===== config.mk =====
export PLATFORM = sky130hd
export DESIGN_NAME = alarm_annunciator_sequencer
export DESIGN_NICKNAME = d
export VERILOG_FILES = /design/src/design/aas_pkg.sv /design/src/design/aas_core.sv /design/src/design/alarm_annunciator_sequencer.sv
export SDC_FILE = /design/constraint.sdc
export NUM_CORES = 1
export LEC_CHECK = 0
export BUFFER_PORTS_ARGS = -buffer_cell sky130_fd_sc_hd__buf_2
export CELL_PAD_IN_SITES_DETAIL_PLACEMENT = 1
export CELL_PAD_IN_SITES_GLOBAL_PLACEMENT = 1
export CORE_ASPECT_RATIO = 1.1
export CORE_MARGIN = 1
export CORE_UTILIZATION = 41
export DETAILED_ROUTE_END_ITERATION = 12
export GPL_TIMING_DRIVEN = 1
export PLACE_DENSITY = 0.78
export SETUP_SLACK_MARGIN = 0.3
export SKIP_CTS_REPAIR_TIMING = 1
export SYNTH_ARGS = -nofsm -noshare
export SYNTH_HDL_FRONTEND = slang
export SYNTH_HIERARCHICAL = 1
export SYNTH_SLANG_ARGS = --single-unit

===== constraint.sdc =====
create_clock -name clock -period 2.9 [get_ports clock]
set_clock_uncertainty 0.15 [all_clocks]
set_input_delay 0.145 -clock clock [delete_from_list [all_inputs] [get_ports clock]]
set_output_delay 0.145 -clock clock [all_outputs]
set_load 0.05 [all_outputs]

===== src/design/aas_pkg.sv =====
// aas_pkg: shared types and codes of the alarm annunciator sequencer
// holds the item, result, configuration and sequence state records
// no dependencies
package aas_pkg;

   localparam logic [1:0] FUNC_TICK = 2'd0;
   localparam logic [1:0] FUNC_NEW  = 2'd1;
   localparam logic [1:0] FUNC_STOP = 2'd2;
   localparam logic [1:0] FUNC_KEY  = 2'd3;

   localparam logic [1:0] PH_IDLE   = 2'd0;
   localparam logic [1:0] PH_START  = 2'd1;
   localparam logic [1:0] PH_ACTIVE = 2'd2;

   localparam logic [1:0] CSR_SHOW_TIME       = 2'd0;
   localparam logic [1:0] CSR_TOGGLE_INTERVAL = 2'd1;
   localparam logic [1:0] CSR_MAX_GROUPS      = 2'd2;

   localparam logic [15:0] SHOW_TIME_RESET       = 16'd120;
   localparam logic [7:0]  TOGGLE_INTERVAL_RESET = 8'd1;
   localparam logic [7:0]  MAX_GROUPS_RESET      = 8'd8;

   // voice numbers that keep the previous kind, group and hint flag
   localparam logic [7:0] VOICE_KEEP_A = 8'd1;
   localparam logic [7:0] VOICE_KEEP_B = 8'd2;

   typedef struct packed {
      logic [1:0] func;
      logic [7:0] alarm_kind;
      logic [7:0] group_no;
      logic [7:0] repeat_count;
      logic [7:0] voice_number;
      logic       has_hint;
      logic       key_pressed;
      logic       hint_continue;
   } aas_item_type;

   typedef struct packed {
      logic       buzzer_on;
      logic       led_on;
      logic       audio_valid;
      logic [7:0] audio_number;
      logic       panel_valid;
      logic [7:0] panel_group;
      logic       hint_send;
      logic [7:0] hint_kind;
      logic       alarm_busy;
      logic       voice_flag;
   } aas_result_type;

   typedef struct packed {
      logic [15:0] show_time;
      logic [7:0]  toggle_interval;
      logic [7:0]  max_groups;
   } aas_cfg_type;

   typedef struct packed {
      logic [1:0]  phase;
      logic [7:0]  voice_left;
      logic [7:0]  voice_wait;
      logic [15:0] led_wait;
      logic        buzzer_level;
      logic        led_level;
      logic        buzzer_done;
      logic        led_done;
      logic        hint_done;
      logic        key_pending;
      logic        hint_present;
      logic [7:0]  latched_kind;
      logic [7:0]  latched_group;
      logic [7:0]  latched_repeats;
      logic [7:0]  latched_voice;
      logic [7:0]  latched_interval;
      logic        voice_sticky;
   } aas_state_type;

   // drive levels and done flags come out of reset high
   localparam aas_state_type STATE_RESET = '{phase: PH_IDLE, buzzer_level: 1'b1,
                                             led_level: 1'b1, buzzer_done: 1'b1,
                                             led_done: 1'b1, hint_done: 1'b1,
                                             default: '0};

endpackage


===== src/design/aas_core.sv =====
// aas_core: sequence state registers and the per-transaction update logic
// computes one result from the current state and the registered item
// depends on aas_pkg
module aas_core import aas_pkg::*; (
   input  logic           clock,
   input  logic           reset,
   input  logic           step_en,
   input  aas_item_type   item,
   input  aas_cfg_type    cfg,
   output aas_result_type result
);

   aas_state_type state_ff;
   aas_state_type state_in;

   always_comb begin
      aas_state_type  st;
      aas_result_type rs;
      st = state_ff;
      rs = '0;
      case (item.func)
         FUNC_TICK: begin
            if (st.key_pending) begin
               st.key_pending = 1'b0;
               if (st.phase != PH_IDLE) begin
                  rs.panel_valid     = 1'b1;
                  st.latched_repeats = '0;
                  st.phase           = PH_IDLE;
                  st.latched_kind    = '0;
               end
               // silence command
               rs.audio_valid = 1'b1;
            end
            case (st.phase)
               PH_IDLE: begin
                  st.buzzer_level = 1'b0;
                  st.led_level    = 1'b0;
                  st.hint_done    = 1'b1;
                  st.buzzer_done  = 1'b1;
                  st.led_done     = 1'b1;
               end
               PH_START: begin
                  if (st.hint_present) begin
                     rs.hint_send = 1'b1;
                     rs.hint_kind = st.latched_kind;
                  end
                  st.hint_done = !(st.hint_present && item.hint_continue);
                  if (st.hint_done) st.hint_present = 1'b0;
                  rs.panel_valid = 1'b1;
                  rs.panel_group = (st.latched_group < cfg.max_groups) ?
                                   st.latched_group + 8'd1 : 8'd0;
                  st.buzzer_level = 1'b1;
                  // a repeat count of zero wraps to 255 repeats
                  st.voice_left   = st.latched_repeats - 8'd1;
                  st.voice_wait   = st.latched_interval;
                  st.buzzer_done  = 1'b0;
                  st.led_level    = 1'b1;
                  st.led_done     = 1'b0;
                  st.led_wait     = cfg.show_time;
                  st.phase        = PH_ACTIVE;
               end
               PH_ACTIVE: begin
                  if (st.voice_left != 8'd0) begin
                     if (st.voice_wait == st.latched_interval) begin
                        rs.audio_valid  = 1'b1;
                        rs.audio_number = st.latched_voice;
                        st.voice_sticky = 1'b1;
                     end
                     if (st.voice_wait == 8'd0) begin
                        st.buzzer_level = !st.buzzer_level;
                        if (!st.buzzer_level) st.voice_left = st.voice_left - 8'd1;
                        st.voice_wait = st.latched_interval;
                     end else begin
                        st.voice_wait = st.voice_wait - 8'd1;
                     end
                  end else if (!st.buzzer_done) begin
                     st.buzzer_level = 1'b0;
                     st.buzzer_done  = 1'b1;
                  end
                  if (!st.hint_done) begin
                     if (st.hint_present) begin
                        rs.hint_send = 1'b1;
                        rs.hint_kind = st.latched_kind;
                     end
                     if (!(st.hint_present && item.hint_continue)) begin
                        st.hint_done    = 1'b1;
                        st.hint_present = 1'b0;
                     end
                  end
                  if (st.led_wait != 16'd0) begin
                     st.led_level = !st.led_level;
                     st.led_wait  = st.led_wait - 16'd1;
                  end else if (!st.led_done) begin
                     st.led_level = 1'b0;
                     st.led_done  = 1'b1;
                  end
                  if (st.hint_done && st.buzzer_done && st.led_done) begin
                     st.phase       = PH_IDLE;
                     rs.panel_valid = 1'b1;
                     rs.panel_group = 8'd0;
                  end
               end
               default: begin
                  st.phase = PH_IDLE;
               end
            endcase
         end
         FUNC_NEW: begin
            st.latched_voice    = item.voice_number;
            st.latched_repeats  = item.repeat_count;
            st.latched_interval = cfg.toggle_interval;
            st.phase            = PH_START;
            if (item.voice_number != VOICE_KEEP_A && item.voice_number != VOICE_KEEP_B) begin
               st.latched_kind  = item.alarm_kind;
               st.latched_group = item.group_no;
               st.hint_present  = item.has_hint;
            end
         end
         FUNC_STOP: begin
            rs.panel_valid     = 1'b1;
            st.hint_present    = 1'b0;
            st.phase           = PH_IDLE;
            st.latched_repeats = '0;
            st.latched_kind    = '0;
         end
         default: begin
            st.key_pending = item.key_pressed;
         end
      endcase
      rs.buzzer_on  = st.buzzer_level;
      rs.led_on     = st.led_level;
      rs.alarm_busy = (st.phase != PH_IDLE);
      rs.voice_flag = st.voice_sticky;
      state_in = st;
      result   = rs;
   end

   always_ff @(posedge clock) begin
      if (reset) begin
         state_ff <= STATE_RESET;
      end else if (step_en) begin
         state_ff <= state_in;
      end
   end

endmodule


===== src/design/alarm_annunciator_sequencer.sv =====
// alarm_annunciator_sequencer: top level with input and result registers
// and the configuration registers; instantiates aas_core
// depends on aas_pkg and aas_core
//
// usage: items (tick, new alarm, stop, key event) enter on the req_ stream,
// one result per item leaves on the rsp_ stream in the same order.
// configuration registers (show_time, toggle_interval, max_groups) are
// written through the csr_ channel, always ready; the user writes them
// only while the block is idle, the block itself does not enforce it.
// a taken item sits in the input register; its result is loaded into the
// result register when that is empty or being read, and is offered on rsp_.
// throughput: one item per cycle while rsp_tready is high; the sequence
// update is one pass of counter and flag logic between the two registers.
// a stalled receiver holds the result register; the input register still
// takes one more item, then req_tready drops until rsp_tready returns.
// reset (synchronous, active high) empties both registers, loads the
// configuration defaults and returns the sequence to idle with buzzer
// and led levels high until the first tick.
module alarm_annunciator_sequencer import aas_pkg::*; (
   input  logic        clock,
   input  logic        reset,
   input  logic        req_tvalid,
   output logic        req_tready,
   // [7:0] alarm_kind, [15:8] group_no, [23:16] repeat_count,
   // [31:24] voice_number, [32] has_hint, [33] key_pressed, [34] hint_continue
   input  logic [39:0] req_tdata,
   // [1:0] func
   input  logic [1:0]  req_tuser,
   output logic        rsp_tvalid,
   input  logic        rsp_tready,
   // [0] buzzer_on, [1] led_on, [2] audio_valid, [10:3] audio_number,
   // [11] panel_valid, [19:12] panel_group, [20] hint_send, [28:21] hint_kind,
   // [29] alarm_busy, [30] voice_flag
   output logic [31:0] rsp_tdata,
   input  logic        csr_valid,
   output logic        csr_ready,
   input  logic [1:0]  csr_index,
   input  logic [15:0] csr_data
);

   logic           in_valid_ff;
   logic           in_valid_in;
   aas_item_type   in_item_ff;
   logic           out_valid_ff;
   logic           out_valid_in;
   aas_result_type out_result_ff;
   aas_cfg_type    cfg_ff;
   aas_cfg_type    cfg_in;
   aas_result_type step_result;
   logic           advance;
   logic           req_take;

   assign advance    = in_valid_ff && (!out_valid_ff || rsp_tready);
   assign req_tready = !in_valid_ff || advance;
   assign req_take   = req_tvalid && req_tready;
   assign csr_ready  = 1'b1;

   always_comb begin
      in_valid_in = req_take ? 1'b1 : (advance ? 1'b0 : in_valid_ff);
      out_valid_in = advance ? 1'b1 : (rsp_tready ? 1'b0 : out_valid_ff);
      cfg_in = cfg_ff;
      if (csr_valid) begin
         case (csr_index)
            CSR_SHOW_TIME:       cfg_in.show_time       = csr_data;
            CSR_TOGGLE_INTERVAL: cfg_in.toggle_interval = csr_data[7:0];
            CSR_MAX_GROUPS:      cfg_in.max_groups      = csr_data[7:0];
            default:             cfg_in = cfg_ff;
         endcase
      end
   end

   always_ff @(posedge clock) begin
      if (reset) begin
         in_valid_ff  <= 1'b0;
         out_valid_ff <= 1'b0;
         cfg_ff       <= '{SHOW_TIME_RESET, TOGGLE_INTERVAL_RESET, MAX_GROUPS_RESET};
      end else begin
         in_valid_ff  <= in_valid_in;
         out_valid_ff <= out_valid_in;
         cfg_ff       <= cfg_in;
      end
   end

   always_ff @(posedge clock) begin
      if (req_take) begin
         // func, kind, group, repeats, voice, hint, key, continue
         in_item_ff <= {req_tuser, req_tdata[7:0], req_tdata[15:8], req_tdata[23:16],
                        req_tdata[31:24], req_tdata[32], req_tdata[33], req_tdata[34]};
      end
      if (advance) begin
         out_result_ff <= step_result;
      end
   end

   aas_core u_core (
      .clock   (clock),
      .reset   (reset),
      .step_en (advance),
      .item    (in_item_ff),
      .cfg     (cfg_ff),
      .result  (step_result)
   );

   assign rsp_tvalid = out_valid_ff;
   assign rsp_tdata  = {1'b0,
                        out_result_ff.voice_flag,
                        out_result_ff.alarm_busy,
                        out_result_ff.hint_kind,
                        out_result_ff.hint_send,
                        out_result_ff.panel_group,
                        out_result_ff.panel_valid,
                        out_result_ff.audio_number,
                        out_result_ff.audio_valid,
                        out_result_ff.led_on,
                        out_result_ff.buzzer_on};

endmodule

==> results.py <==
metrics = {
    "outcome": {
        "outcome": "completed",
    },
    "cts": {
        "numCtsBuffers": 17,
        "cts.sinks": 184,
        "cts_tree": "done",
        "worstSkewPairLatency_ns": 0.44,
        "htree_levels": 4,
        "clk_pin_slew_worst_paths_ns": 0.08,
        "cts_buffer_depth": 2,
        "cts-root-buf": "clkbuf_16",
    },
    "placement": {
        "dpl_cell_area_sq_um": 9290,
        "hpwl_mm": 14.5,
        "gp_congestion": 0.806,
        "port_buffers": 92,
    },
    "final_layout": {
        "num_antenna_cells": 0,
        "stdcell_area_sq_um": 10500,
        "areaGrowthSynthToFinish_pct": 24.1,
        "drive_above_1_share_pct": 19.6,
        "finalNetCount": 1088,
        "fin_util_pct": 52.4,
    },
    "sta": {
        "finalHoldViolCount": 0,
        "finalSetupViolations": 0,
        "drv_slew": 0,
        "rsz0062_at_grt": "false",
        "fin_hold_ws_ns": 0.00269,
        "slew_headroom_pct": 42.1,
        "fin_crit_ns": 2.48,
        "tightest_slew_ns": 0.861,
        "fmax_mhz": 404,
        "final.setup.tns_ns": 0,
        "fin_crit_sh_pct": 85.4,
    },
    "detailed_routing": {
        "routed_via_density": 5.47,
        "top_layer": "met4",
        "ant_nets": 0,
        "wl_per_cell_um": 18.0,
        "drc": 0,
        "vias": 6937,
        "wl_met2_mm": 11.7,
        "firstDrtPassIters": 7,
        "routed-wl-met3_um": 609,
        "dr.first_iter.drc_count": 339,
        "wl_met1_mm": 9.89,
        "drt_wl_total_mm": 22.8,
    },
    "logic_synthesis": {
        "synth-xor-area-share_pct": 1.65,
        "synth_seq_cells": 184,
        "synthSimpleGateAreaFrac_pct": 19.4,
        "ys_types": 67,
        "synth-edff-count": 68,
        "synthFlopType": "dfxtp_1",
        "ys_warn_count": 6,
        "syn_nets": 937,
        "muxShareOfSynthArea_pct": 5.75,
        "synth_area_leaders": "dfxtp_1, edfxtp_1, mux2i_1",
        "synthCells": 852,
        "syn_area_per_cell_sq_um": 9.94,
        "synth_top_area_share_pct": 27.4,
        "post-synth-top-area-cell": "dfxtp_1",
        "synth_top_family_by_area": "simple AND/OR/NAND/NOR gates",
        "synth_async_sr_flop_share_pct": 0,
        "yosysSeqAreaShare_pct": 51.5,
        "synth_adder_area_share_pct": 2.95,
        "synth_compound_area_share_pct": 14.7,
        "synthesis.area_sq_um": 8470,
    },
    "hold_path": {
        "whs_path_depth": 2,
        "hold_path.class": "in2reg",
    },
    "global_route": {
        "grt_max_degree": 57,
        "gr-total-overflow": 0,
        "grt.total_usage_pct": 20.4,
        "grt_pass1_vias": 6862,
        "grt_pass1_wl_mm": 34.4,
        "antenna_found_initial": 0,
    },
    "worst_setup_path": {
        "rr_worst_depth": 10,
        "crit_fanout": 6,
        "required_ns": 3.08,
        "end_kind": "register",
        "critPathLaunchType": "register",
        "worstSetupPathType": "reg2reg",
        "cp.arrival_ns": 2.66,
    },
    "power": {
        "leakage_nw": 4.10,
        "power.density_nw_per_um2": 530,
        "irDropWorstVdd_mv": 0.438,
        "p_total_mw": 5.57,
    },
    "floorplan": {
        "die_x_um": 139,
        "initial_core_util_pct": 42.2,
        "die_area_sq_um": 21200,
        "boundaryPins": 100,
        "num_rows": 54,
        "die-height_um": 153,
        "core_region_area_sq_um": 20100,
    },
    "job": {
        "max_cap_violations": 0,
    },
}
## per-stage QoR
stage,instances,setup slack [ns]
after floorplan,852,0.324
after global placement,1176,0.291
after detailed placement,1176,0.195
after CTS,1208,0.165
after global routing,1268,0.303
final,1268,0.423
## cell families after synthesis
group           after synthesis
compound gates              189
xor+xnor                     16
flops                       184
fa+ha+maj                    20
buf+inv                      80
other cells                   2
mux                          48
simple gates                313
## sequential cells by signal, indices dropped and copies added (netlist names)
name and flops:
u_core/state_ff 82, in_item_ff 37, rsp_tvalid 1, in_valid_ff 1, rsp_tdata 31, cfg_ff 32
## cells in the mapped netlist (5+ instances only)
library cell and count:
a21oi_1 53, or4_1 5, a31oi_1 9, a22oi_1 14
buf_4 6, buf_2 7, nor4_1 7, xor2_1 6
nand3b_1 6, nor2b_1 10, dfxtp_1 116, nor2_1 68
and2_1 14, edfxtp_1 68, mux2i_1 43, nand3_1 15
or2_2 6, a22o_1 8, ha_1 20, o31a_1 6
o21ai_0 33, xnor2_1 10, clkbuf_1 34, mux2_2 5
inv_1 31, nor3_1 18, a21o_1 6, a211oi_1 14
nand2_1 72, nand2b_1 54, and3_1 15
## final timing paths
kind                            slack, ns                start             endpoint
worst max-delay path                 0.42  u_core/state_ff[81]  u_core/state_ff[78]
worst min-delay path                0.003                reset  u_core/state_ff[68]
worst max register to register       0.42  u_core/state_ff[81]  u_core/state_ff[78]
worst min register to register       0.31  u_core/state_ff[11]  u_core/state_ff[11]
## metal layers
metal | global-route usage, % | up-vias
li1 | - | 3352
met4 | 7.99 | 0
met5 | 0 | -
met2 | 36.1 | 140
met1 | 24.5 | 3401
met3 | 3.61 | 44
## final cells by class
cell class                      instances  area [sq um]
Fill cell                            2219          9560
Sequential cell                       184          4370
Multi-Input combinational cell        588          3860
Timing Repair Buffer                  181          1270
Clock buffer                           17           425
Tap cell                              252           315
Clock inverter                         15           151
Inverter                               31           120
## power breakdown
part	leakage [nW]	internal [mW]	switching (mW)	total (mW)
combinational	2.21	0.197	0.276	0.474
clock	0.282	1.15	1.14	2.29
sequential	1.61	2.76	0.0451	2.80
total	4.10	4.10	1.47	5.57
## layout by cell type, fill, tap and decap left out, drive strengths merged, types with 15 or more instances in the layout
cell type	netlist	final
buf	15	125
dlygate4sd3	0	56
dfxtp	116	116
clkbuf	34	17
edfxtp	68	68
mux2i	43	43
a21oi	53	53
nand2	72	72
nand3	15	15
inv	31	39
nor2	68	68
nand2b	54	54
and3	15	15
ha	20	20
o21ai	37	37
nor3	18	18
## worst max-delay path, cell delays in order (launching register included)
cell and delay [ns]:
dfxtp_2 0.38, nor2b_4 0.22, ha_4 0.21, clkinvlp_4 0.15, and3_1 0.18, a21oi_1 0.13, ha_2 0.24, nand2_1 0.09
a211oi_2 0.24, xor2_1 0.11, a31o_2 0.26
Note: power is estimated with default switching activity, not from simulation.
